<file path="src/rtl/spq_pkg.sv">
package spq_pkg;

    localparam int unsigned PC_COUNT   = 12;
    localparam int unsigned ROM_DEPTH  = 35;
    localparam int unsigned NUM_SCALES = 35;
    localparam int unsigned SEL_W      = 6;
    localparam int unsigned ROOT_W     = 4;
    localparam int unsigned NOTE_IN_W  = 8;
    localparam int unsigned NOTE_OUT_W = 9;
    localparam int unsigned CFG_IDX_W  = 1;
    localparam int unsigned CFG_DATA_W = 6;
    localparam int unsigned STAGES     = 5;

    typedef logic [PC_COUNT-1:0] mask_t;
    typedef logic [3:0]          pc_t;
    typedef logic signed [4:0]   offset_t;

    localparam mask_t FULL_MASK = 12'h0FFF;
    localparam mask_t EMPTY_MASK = 12'h0000;

    localparam logic [CFG_IDX_W-1:0] REG_SCALE_SELECT = 1'b0;
    localparam logic [CFG_IDX_W-1:0] REG_ROOT_NOTE    = 1'b1;

    function automatic mask_t rom_mask(input logic [SEL_W-1:0] sel);
        mask_t m;
        case (sel)
            6'd0:    m = 12'h0FFF;
            6'd1:    m = 12'h0AB5;
            6'd2:    m = 12'h06AD;
            6'd3:    m = 12'h05AB;
            6'd4:    m = 12'h0AD5;
            6'd5:    m = 12'h06B5;
            6'd6:    m = 12'h05AD;
            6'd7:    m = 12'h056B;
            6'd8:    m = 12'h09AD;
            6'd9:    m = 12'h0AAD;
            6'd10:   m = 12'h029D;
            6'd11:   m = 12'h04E9;
            6'd12:   m = 12'h0B6D;
            6'd13:   m = 12'h06DB;
            6'd14:   m = 12'h0295;
            6'd15:   m = 12'h04A9;
            6'd16:   m = 12'h09B3;
            6'd17:   m = 12'h0AD3;
            6'd18:   m = 12'h09CB;
            6'd19:   m = 12'h0575;
            6'd20:   m = 12'h05BB;
            6'd21:   m = 12'h09CD;
            6'd22:   m = 12'h04A5;
            6'd23:   m = 12'h028D;
            6'd24:   m = 12'h018B;
            6'd25:   m = 12'h01A3;
            6'd26:   m = 12'h08B1;
            6'd27:   m = 12'h08C5;
            6'd28:   m = 12'h0481;
            6'd29:   m = 12'h0555;
            6'd30:   m = 12'h0249;
            6'd31:   m = 12'h0111;
            6'd32:   m = 12'h0421;
            6'd33:   m = 12'h0081;
            6'd34:   m = 12'h0001;
            default: m = FULL_MASK;
        endcase
        return m;
    endfunction

endpackage

</file>
<file path="src/rtl/scale_pitch_quantizer_top.sv">
// Channel   Signals                           Moves
// input     in_valid, in_ready, note_in       one note item
// output    out_valid, out_ready, note_out    one quantized note item
// config    cfg_we, cfg_index, cfg_data       register write, no handshake
// An accepted item passes through the five stage registers in order; out_valid shows the last one.
// A new item can be accepted every cycle while the output is not stalled.
// Reset clears the valid bits of all stages and sets both registers to zero.
// Each stage holds its item while the stage after it is full and stalled,
// so empty stages still fill while the output waits.
module scale_pitch_quantizer_top (
    input  logic                                   clk,
    input  logic                                   rst_n,
    input  logic                                   in_valid,
    output logic                                   in_ready,
    input  logic signed [spq_pkg::NOTE_IN_W-1:0]   note_in,
    output logic                                   out_valid,
    input  logic                                   out_ready,
    output logic signed [spq_pkg::NOTE_OUT_W-1:0]  note_out,
    input  logic                                   cfg_we,
    input  logic [spq_pkg::CFG_IDX_W-1:0]          cfg_index,
    input  logic [spq_pkg::CFG_DATA_W-1:0]         cfg_data
);

    logic [spq_pkg::SEL_W-1:0]  scale_select_reg;
    logic [spq_pkg::ROOT_W-1:0] root_note_reg;

    logic [spq_pkg::STAGES-1:0] vld_reg;
    logic [spq_pkg::STAGES-1:0] en;

    // Stage 1 registers.
    logic signed [spq_pkg::NOTE_IN_W-1:0] note1_reg;
    logic [8:0]                           v1_reg;
    spq_pkg::mask_t                       mask1_reg;
    logic                                 pass1_reg;
    // Stage 2 registers.
    logic signed [spq_pkg::NOTE_IN_W-1:0] note2_reg;
    spq_pkg::pc_t                         pc2_reg;
    spq_pkg::mask_t                       mask2_reg;
    logic                                 pass2_reg;
    // Stage 3 registers.
    logic signed [spq_pkg::NOTE_IN_W-1:0] note3_reg;
    spq_pkg::mask_t                       rot3_reg;
    logic                                 pass3_reg;
    // Stage 4 registers.
    logic signed [spq_pkg::NOTE_IN_W-1:0] note4_reg;
    spq_pkg::offset_t                     off4_reg;
    // Stage 5 register.
    logic signed [spq_pkg::NOTE_OUT_W-1:0] note5_reg;

    logic [3:0]                            root_mod;
    spq_pkg::mask_t                        mask_next;
    logic                                  pass_next;
    logic [9:0]                            v_wide;
    logic [8:0]                            v_next;
    logic [16:0]                           prod;
    logic [4:0]                            quo;
    logic [8:0]                            rem_raw;
    spq_pkg::pc_t                          pc_next;
    logic [2*spq_pkg::PC_COUNT-1:0]        dbl;
    logic [2*spq_pkg::PC_COUNT-1:0]        dbl_shift;
    spq_pkg::mask_t                        rot_next;
    spq_pkg::offset_t                      off_next;
    logic signed [spq_pkg::NOTE_OUT_W-1:0] note_next;

    always_ff @(posedge clk or negedge rst_n)
    begin
        if (!rst_n)
        begin
            scale_select_reg <= '0;
            root_note_reg    <= '0;
        end
        else if (cfg_we)
        begin
            case (cfg_index)
                spq_pkg::REG_SCALE_SELECT: scale_select_reg <= cfg_data;
                spq_pkg::REG_ROOT_NOTE:    root_note_reg    <= cfg_data[spq_pkg::ROOT_W-1:0];
                default:                   ;
            endcase
        end
    end

    // Each stage loads when it is empty or the stage after it loads.
    always_comb
    begin
        en[spq_pkg::STAGES-1] = !vld_reg[spq_pkg::STAGES-1] || out_ready;
        for (int k = spq_pkg::STAGES - 2; k >= 0; k--)
        begin
            en[k] = !vld_reg[k] || en[k+1];
        end
    end

    assign in_ready  = en[0];
    assign out_valid = vld_reg[spq_pkg::STAGES-1];
    assign note_out  = note5_reg;

    always_ff @(posedge clk or negedge rst_n)
    begin
        if (!rst_n)
        begin
            vld_reg <= '0;
        end
        else
        begin
            if (en[0])
            begin
                vld_reg[0] <= in_valid;
            end
            for (int k = 1; k < spq_pkg::STAGES; k++)
            begin
                if (en[k])
                begin
                    vld_reg[k] <= vld_reg[k-1];
                end
            end
        end
    end

    // Stage 1: scale lookup and the biased note relative to the root.
    always_comb
    begin
        root_mod  = (root_note_reg >= 4'd12) ? (root_note_reg - 4'd12) : root_note_reg;
        mask_next = (32'(scale_select_reg) < spq_pkg::NUM_SCALES)
                    ? spq_pkg::rom_mask(scale_select_reg) : spq_pkg::FULL_MASK;
        pass_next = (mask_next == spq_pkg::FULL_MASK) || (mask_next == spq_pkg::EMPTY_MASK);
        v_wide    = {{2{note_in[spq_pkg::NOTE_IN_W-1]}}, note_in} + 10'd156
                    - {6'd0, root_mod};
        v_next    = v_wide[8:0];
    end

    // Stage 2: pitch class as the value modulo twelve, by reciprocal multiply.
    always_comb
    begin
        prod    = 17'(v1_reg) * 17'd171;
        quo     = prod[15:11];
        rem_raw = v1_reg - (9'(quo) * 9'd12);
        pc_next = (rem_raw >= 9'd12) ? 4'(rem_raw - 9'd12) : rem_raw[3:0];
    end

    // Stage 3: rotate the mask so bit d tells whether the note d above is in scale.
    always_comb
    begin
        dbl       = {mask2_reg, mask2_reg};
        dbl_shift = dbl >> pc2_reg;
        rot_next  = dbl_shift[spq_pkg::PC_COUNT-1:0];
    end

    // Stage 4: nearest member, the note above winning a tie.
    always_comb
    begin
        off_next = '0;
        for (int d = spq_pkg::PC_COUNT - 1; d >= 0; d--)
        begin
            if (rot3_reg[d])
            begin
                off_next = 5'(d);
            end
            else if (rot3_reg[(spq_pkg::PC_COUNT - d) % spq_pkg::PC_COUNT])
            begin
                off_next = 5'(-d);
            end
        end
        if (pass3_reg)
        begin
            off_next = '0;
        end
    end

    // Stage 5: apply the offset.
    assign note_next = {note4_reg[spq_pkg::NOTE_IN_W-1], note4_reg}
                       + {{4{off4_reg[4]}}, off4_reg};

    always_ff @(posedge clk)
    begin
        if (en[0])
        begin
            note1_reg <= note_in;
            v1_reg    <= v_next;
            mask1_reg <= mask_next;
            pass1_reg <= pass_next;
        end
        if (en[1])
        begin
            note2_reg <= note1_reg;
            pc2_reg   <= pc_next;
            mask2_reg <= mask1_reg;
            pass2_reg <= pass1_reg;
        end
        if (en[2])
        begin
            note3_reg <= note2_reg;
            rot3_reg  <= rot_next;
            pass3_reg <= pass2_reg;
        end
        if (en[3])
        begin
            note4_reg <= note3_reg;
            off4_reg  <= off_next;
        end
        if (en[4])
        begin
            note5_reg <= note_next;
        end
    end

    // The input stalls only when every stage holds an item.
    a_stall_full: assert property (@(posedge clk) disable iff (!rst_n)
        !in_ready |-> (vld_reg == '1))
        else $error("input stalled with an empty stage");

    a_pc_range: assert property (@(posedge clk) disable iff (!rst_n)
        vld_reg[1] |-> (pc2_reg < 4'd12))
        else $error("pitch class out of range");

    a_off_range: assert property (@(posedge clk) disable iff (!rst_n)
        vld_reg[3] |-> (off4_reg <= 5'sd6 && off4_reg >= -5'sd6))
        else $error("offset beyond six semitones");

    a_pass_zero: assert property (@(posedge clk) disable iff (!rst_n)
        (vld_reg[2] && pass3_reg && en[3]) |=> (off4_reg == 5'sd0))
        else $error("pass-through item got a nonzero offset");

    a_out_follows: assert property (@(posedge clk) disable iff (!rst_n)
        (vld_reg[3] && en[4]) |=> (out_valid
            && note_out == $past(note4_reg) + $past(off4_reg)))
        else $error("output does not match the offset stage");

endmodule

</file>
<file path="config.mk">
export PLATFORM = sky130hd
export DESIGN_NAME = scale_pitch_quantizer_top
export DESIGN_NICKNAME = d
export VERILOG_FILES = /design/src/rtl/spq_pkg.sv /design/src/rtl/scale_pitch_quantizer_top.sv
export SDC_FILE = /design/constraint.sdc
export NUM_CORES = 1
export LEC_CHECK = 0
export ABC_CLOCK_PERIOD_IN_PS = 17500
export BUFFER_PORTS_ARGS = -buffer_cell sky130_fd_sc_hd__buf_2
export CORE_MARGIN = 2
export CORE_UTILIZATION = 24
export CTS_CLUSTER_SIZE = 40
export DETAILED_ROUTE_END_ITERATION = 10
export SYNTH_ARGS = -nofsm -noshare
export SYNTH_HDL_FRONTEND = slang
export SYNTH_SLANG_ARGS = --single-unit
</file>
<file path="constraint.sdc">
create_clock -name clk -period 17.5 [get_ports clk]
set_clock_uncertainty 0.2 [all_clocks]
set_input_delay 2.625 -clock clk [delete_from_list [all_inputs] [get_ports clk]]
set_output_delay 2.625 -clock clk [all_outputs]
set_load 0.03 [all_outputs]
</file>
* Word-level counts from Yosys, hierarchy flattened
Memories as Yosys holds them, arrays and structs flattened. Index checks and enable logic that the tools add are counted.
Word-level totals: bits in registers 113, bits in read-only memories 704, input bits 20, output and inout bits 11, logic and storage cells 67, memories kept 1
Operators by class: add/sub/neg operators 6, multipliers 2, $lt $le $gt $ge 3, eq/ne operators 1, shift operators 1, muxes and demuxes 14, bitwise operators 1, reductions and logical operators 16
Memory list:
- (no name shown) | words 64, width 11, rd ports 1, clocked after memory_dff 0, wr ports 0, line spq_pkg.sv:26 | case (sel)
Operators with widths (count):
- 2-to-1 mux 5 bit | 9
- right shift 24 x 4 -> 12 bit | 1
- multiplier 9 x 8 -> 16 bit, second input constant | 1
- == test 12 bit, second input constant | 1
- zero test 12 bit | 1
- 2-to-1 mux 12 bit | 1
- adder 8 x 5 -> 9 bit | 1
- adder 8 x 9 -> 9 bit, second input constant | 1
- greater-or-equal comparator 9 x 4 -> 1 bit, second input constant | 1
- subtractor 9 x 4 -> 9 bit | 1
- subtractor 9 bit | 1
- 2-to-1 mux 4 bit | 2
- subtractor 4 bit, second input constant | 2
- multiplier 5 x 2 -> 7 bit, second input constant | 1
- logical OR 1 bit | 6
- less-than comparator 6 bit, second input constant | 1
- zero test 1 bit | 5
- greater-or-equal comparator 4 bit, second input constant | 1
- AND reduction 2 bit | 2
- 2-to-1 mux 3 bit | 1
- OR reduction 3 bit | 1
- OR reduction 2 bit | 1
- 2-to-1 mux 1 bit | 1
- inverter 1 bit | 1

* Depth between registers and ports, before layout
word-level depth 11, gate-level depth with buffers 26, depth with buffers taken out 26

* Worst setup path before layout
Ideal clock, no wire load.
path kind in2out, start point in out_ready, end point out in_ready, arrival 4504 ps, data required time 14675 ps, path slack 10171 ps, cell stages on the path 4, path buffers 0, path through nor2b_1 nand4_1 inv_1 nand2_1
On the way: longest elaborated chain between the ends 5
RTL lines:
- from (decl) | line scale_pitch_quantizer_top.sv:17 | input logic out_ready,
- logical OR 1 bit | line scale_pitch_quantizer_top.sv:85 | en[spq_pkg::STAGES-1] = !vld_reg[spq_pkg::STAGES-1] || out_ready;
- logical OR 1 bit (3 in series) | line scale_pitch_quantizer_top.sv:88 | en[k] = !vld_reg[k] || en[k+1];
- net en, one bit | line scale_pitch_quantizer_top.sv:28 | logic [spq_pkg::STAGES-1:0] en;
- logical OR 1 bit | line scale_pitch_quantizer_top.sv:88
- to (decl) | line scale_pitch_quantizer_top.sv:14 | output logic in_ready,
The timed path passes the listed nets, and every way through them passes these cells.

* Final worst setup path
start point reg v1_reg[3], end point reg pc2_reg[3] (data pin)
On the way: longest elaborated chain between the ends 5, elaborated cells on any way between the ends 6, those cells by class add/sub (2); mul (2); order compare (1); mux (1)
RTL lines:
- from (decl) | line scale_pitch_quantizer_top.sv:32 | logic [8:0] v1_reg;
- from (signal assigned) | line scale_pitch_quantizer_top.sv:177 | v1_reg <= v_next;
- multiplier 9 x 8 -> 16 bit | line scale_pitch_quantizer_top.sv:133 | prod = 17'(v1_reg) * 17'd171;
- multiplier 5 x 2 -> 7 bit | line scale_pitch_quantizer_top.sv:135 | rem_raw = v1_reg - (9'(quo) * 9'd12);
- subtractor 9 bit * | line scale_pitch_quantizer_top.sv:135
- greater-or-equal comparator 9 x 4 -> 1 bit or subtractor 4 bit (tied branches) | line scale_pitch_quantizer_top.sv:136 | pc_next = (rem_raw >= 9'd12) ? 4'(rem_raw - 9'd12) : rem_raw[3:0];
- 2-to-1 mux 4 bit * | line scale_pitch_quantizer_top.sv:136
- net pc_next[3] | line scale_pitch_quantizer_top.sv:58 | spq_pkg::pc_t pc_next;
- to (signal assigned) | line scale_pitch_quantizer_top.sv:184 | pc2_reg <= pc_next;
- to (decl) | line scale_pitch_quantizer_top.sv:37 | spq_pkg::pc_t pc2_reg;
Mark *: on every way through the listed nets, which the timed path passes. The rest lies on a longest branch. A chain may end at the register's enable or synchronous reset.

==> out/metrics.csv <==
metric;value;unit
worst_skew_pair.late_latency;0.35;ns
number_of_setup_buffers_added_after_cts;0;
post_cts_resize_count;0;
start_kind;flip-flop;
synth_warnings;0;
max_ffs_per_register;12;
m1WireLength;6590;µm
run_status;finished, final reports clean;
max_slew_violation_count;0;
post_synth_inst_count;644;
routabilityCongestion;0.813;
worst_r2r_endpoint;pc2_reg[3];
yosys.area.top_type;sky130_fd_sc_hd__edfxtp_1;
yosysSeqAreaShare;44.3;%
critical-path-slowest-cell;sky130_fd_sc_hd__fa_1;
setup-tns-final;0;ns
final_hold_viol_count;0;
timing.hold.worst_endpoint;note3_reg[3];
yosys.cell_count.top_type;sky130_fd_sc_hd__edfxtp_1;
vias;4593;
first_pass_grt_wire_length;21900;µm
sinks_on_the_clock_net;110;
topRoutingLayerUsed;met4;
syn_to_final_growth;11.3;%
mappedNetlistNets;765;
synth.avg_cell_area;11.3;µm²
worstPathMaxFanout;6;
drt.antenna.violating_nets;0;
fp.coreArea;29800;µm²
min-delay-path-class;reg2reg;
ff2ff_path_depth;24;
num-fill-cells;3105;
crit_chain;ha_1 > fa_1 > fa_1 > inv_1 > fa_1 > inv_1 > ha_1 > a21o_1 > a211o_1 > a211oi_2 > nor2_1 > a21oi_2 > xnor2_1 > ha_1 > inv_1 > fa_1 > xor2_1 > ha_1 > nor2_1 > a21oi_1 > xor2_1 > nor4_1 > o211ai_1 > mux2_1;
cts-htree-levels;3;
grt_util_all_layers;8.68;%
cts-buffers-inserted;9;
fp.dieH;178;µm
drtIter0Drc;265;
dr_wl_met2;5680;µm
number_of_cell_rows;63;
syn-cell-area;7290;µm²
timing.max_cap.violations;0;
synth-main-ff-cell;sky130_fd_sc_hd__edfxtp_1;
fmax;0.141;GHz
clk_root_buffer_cell;sky130_fd_sc_hd__clkbuf_16;
worst-slew-pin-transition;1.08;ns
num_antenna_cells;0;
first_global_vias;4366;
report.final.setup_viol;0;
ctsHoldBuffers;0;
initial_util;24.5;%
endpoint_kind;flip-flop;
r2r_start;v1_reg[3];
met3WireLength;518;µm
ys_top_cells_by_area;sky130_fd_sc_hd__edfxtp_1, sky130_fd_sc_hd__ha_1, sky130_fd_sc_hd__dfrtp_1;
wl_per_cell;12.2;µm
route.detailed.drc;0;
grt_setup_unrepaired;false;
tritoncts;done;
max-slew-margin-rel;28.1;%
crit_required;17.40;ns
synthTopCellsByCount;sky130_fd_sc_hd__edfxtp_1, sky130_fd_sc_hd__ha_1, sky130_fd_sc_hd__inv_1, sky130_fd_sc_hd__nor2_1;
final_nets;784;
hpwlAfterDp;9930;µm
finalWirelength;12900;µm
yosysTopAreaCellShare;39.1;%
largest_net_degree_at_the_start_of_global_routing;35;
crit_share_post_route;40.5;%
hold_path_startpoint;note2_reg[3];
worst-path-buf-inv;3;
cp.arrival;6.98;ns
critical_path_class;reg2reg;
finalWorstPathRequiredPeriod;7.08;ns
final_layout_size_suffix_gt1_share;10.2;%
die_width;178;µm
critical-path-top-delay-family;adder cells;
pin_count;31;
drt_first_pass_iters;5;
ys_seq_elements;110;
synth_enable_flop_cells;95;
cts-root-to-sink-buffers;2;
global_route.overflow_total;0;
rrSetupSlack;10.42;ns
clk_pin_slew_worst_paths;0.08;ns
synth-async-reset-ratio;13.6;%
worst_path_largest_cell_delay;0.55;ns
worstHoldPathCells;0;
design.die.area;31800;µm²
antenna_found_initial;1;
via_per_inst;4.34;
number_of_buffers_added_on_ports;30;
post_synth_num_cell_types;69;
stage by stage:
step                      setup slack, ns  cell area, µm²  cells  hold WS (ns)  util [%]
after floorplan                     10.17            7290    644         0.200         -
after global placement              10.56            7830   1042         0.201      26.3
after detailed placement            10.46            7830   1042         0.205      26.3
after CTS                           10.43            8120   1058         0.216      27.3
after global routing                10.04            8120   1058         0.225      27.3
final                               10.42            8120   1058         0.218      27.3
worst register-to-register path, stage by stage (launching register included):
cell and delay [ns]:
sky130_fd_sc_hd__edfxtp_1 0.49, sky130_fd_sc_hd__ha_1 0.38, sky130_fd_sc_hd__fa_1 0.50, sky130_fd_sc_hd__fa_1 0.55, sky130_fd_sc_hd__inv_1 0.06, sky130_fd_sc_hd__fa_1 0.52
sky130_fd_sc_hd__inv_1 0.04, sky130_fd_sc_hd__ha_1 0.29, sky130_fd_sc_hd__a21o_1 0.18, sky130_fd_sc_hd__a211o_1 0.33, sky130_fd_sc_hd__a211oi_2 0.30, sky130_fd_sc_hd__nor2_1 0.13
sky130_fd_sc_hd__a21oi_2 0.21, sky130_fd_sc_hd__xnor2_1 0.16, sky130_fd_sc_hd__ha_1 0.22, sky130_fd_sc_hd__inv_1 0.06, sky130_fd_sc_hd__fa_1 0.39, sky130_fd_sc_hd__xor2_1 0.16
sky130_fd_sc_hd__ha_1 0.37, sky130_fd_sc_hd__nor2_1 0.06, sky130_fd_sc_hd__a21oi_1 0.26, sky130_fd_sc_hd__xor2_1 0.11, sky130_fd_sc_hd__nor4_1 0.31, sky130_fd_sc_hd__o211ai_1 0.20
sky130_fd_sc_hd__mux2_1 0.34
logic make-up after synthesis:
group,synth area share (%)
flops,44.3
compound gates,13.1
mux,5.23
buf+inv,5.56
xor+xnor,3.72
fa+ha+maj,19.2
simple gates,8.99
metal layers:
metal | global-route usage [%] | vias to the layer above
li1 | - | 2365
met1 | 12.7 | 2154
met2 | 12.8 | 66
met3 | 1.77 | 8
met4 | 2.47 | 0
met5 | 0 | -
worst max path at each step:
stage | from | endpoint | slack, ns | cells after the start
global route | v1_reg[3] | pc2_reg[3] | 10.04 | 24
finish | v1_reg[3] | pc2_reg[3] | 10.42 | 24
global placement | v1_reg[3] | pc2_reg[3] | 10.56 | 24
floorplan | out_ready | in_ready | 10.17 | 4
detailed placement | v1_reg[3] | pc2_reg[3] | 10.46 | 24
CTS | v1_reg[3] | pc2_reg[3] | 10.43 | 24
cell type report:
class	count	area (µm²)	area share (%)
Clock inverter	7	63.8	0.786
Inverter	75	282	3.47
Tap cell	390	488	6.01
Clock buffer	9	225	2.77
Timing Repair Buffer	33	173	2.13
Sequential cell	110	3230	39.8
Multi-Input combinational cell	434	3660	45.1
layout by cell type, fill, tap and decap left out, types with 11 or more instances in the layout:
| cell type | n |
|---|---|
| sky130_fd_sc_hd__nand2_1 | 31 |
| sky130_fd_sc_hd__nor2b_1 | 14 |
| sky130_fd_sc_hd__a21oi_1 | 31 |
| sky130_fd_sc_hd__xnor2_1 | 20 |
| sky130_fd_sc_hd__o21ai_0 | 20 |
| sky130_fd_sc_hd__edfxtp_1 | 95 |
| sky130_fd_sc_hd__mux2i_1 | 13 |
| sky130_fd_sc_hd__ha_1 | 83 |
| sky130_fd_sc_hd__a211oi_1 | 11 |
| sky130_fd_sc_hd__nor3_1 | 12 |
| sky130_fd_sc_hd__nor2_1 | 38 |
| sky130_fd_sc_hd__fa_1 | 18 |
| sky130_fd_sc_hd__buf_2 | 30 |
| sky130_fd_sc_hd__dfrtp_1 | 15 |
| sky130_fd_sc_hd__xor2_1 | 11 |
| sky130_fd_sc_hd__inv_1 | 74 |
Power is left out: the tool's default activity adds up to more than one toggle a clock period on the data nets, which glitch-free logic cannot reach.
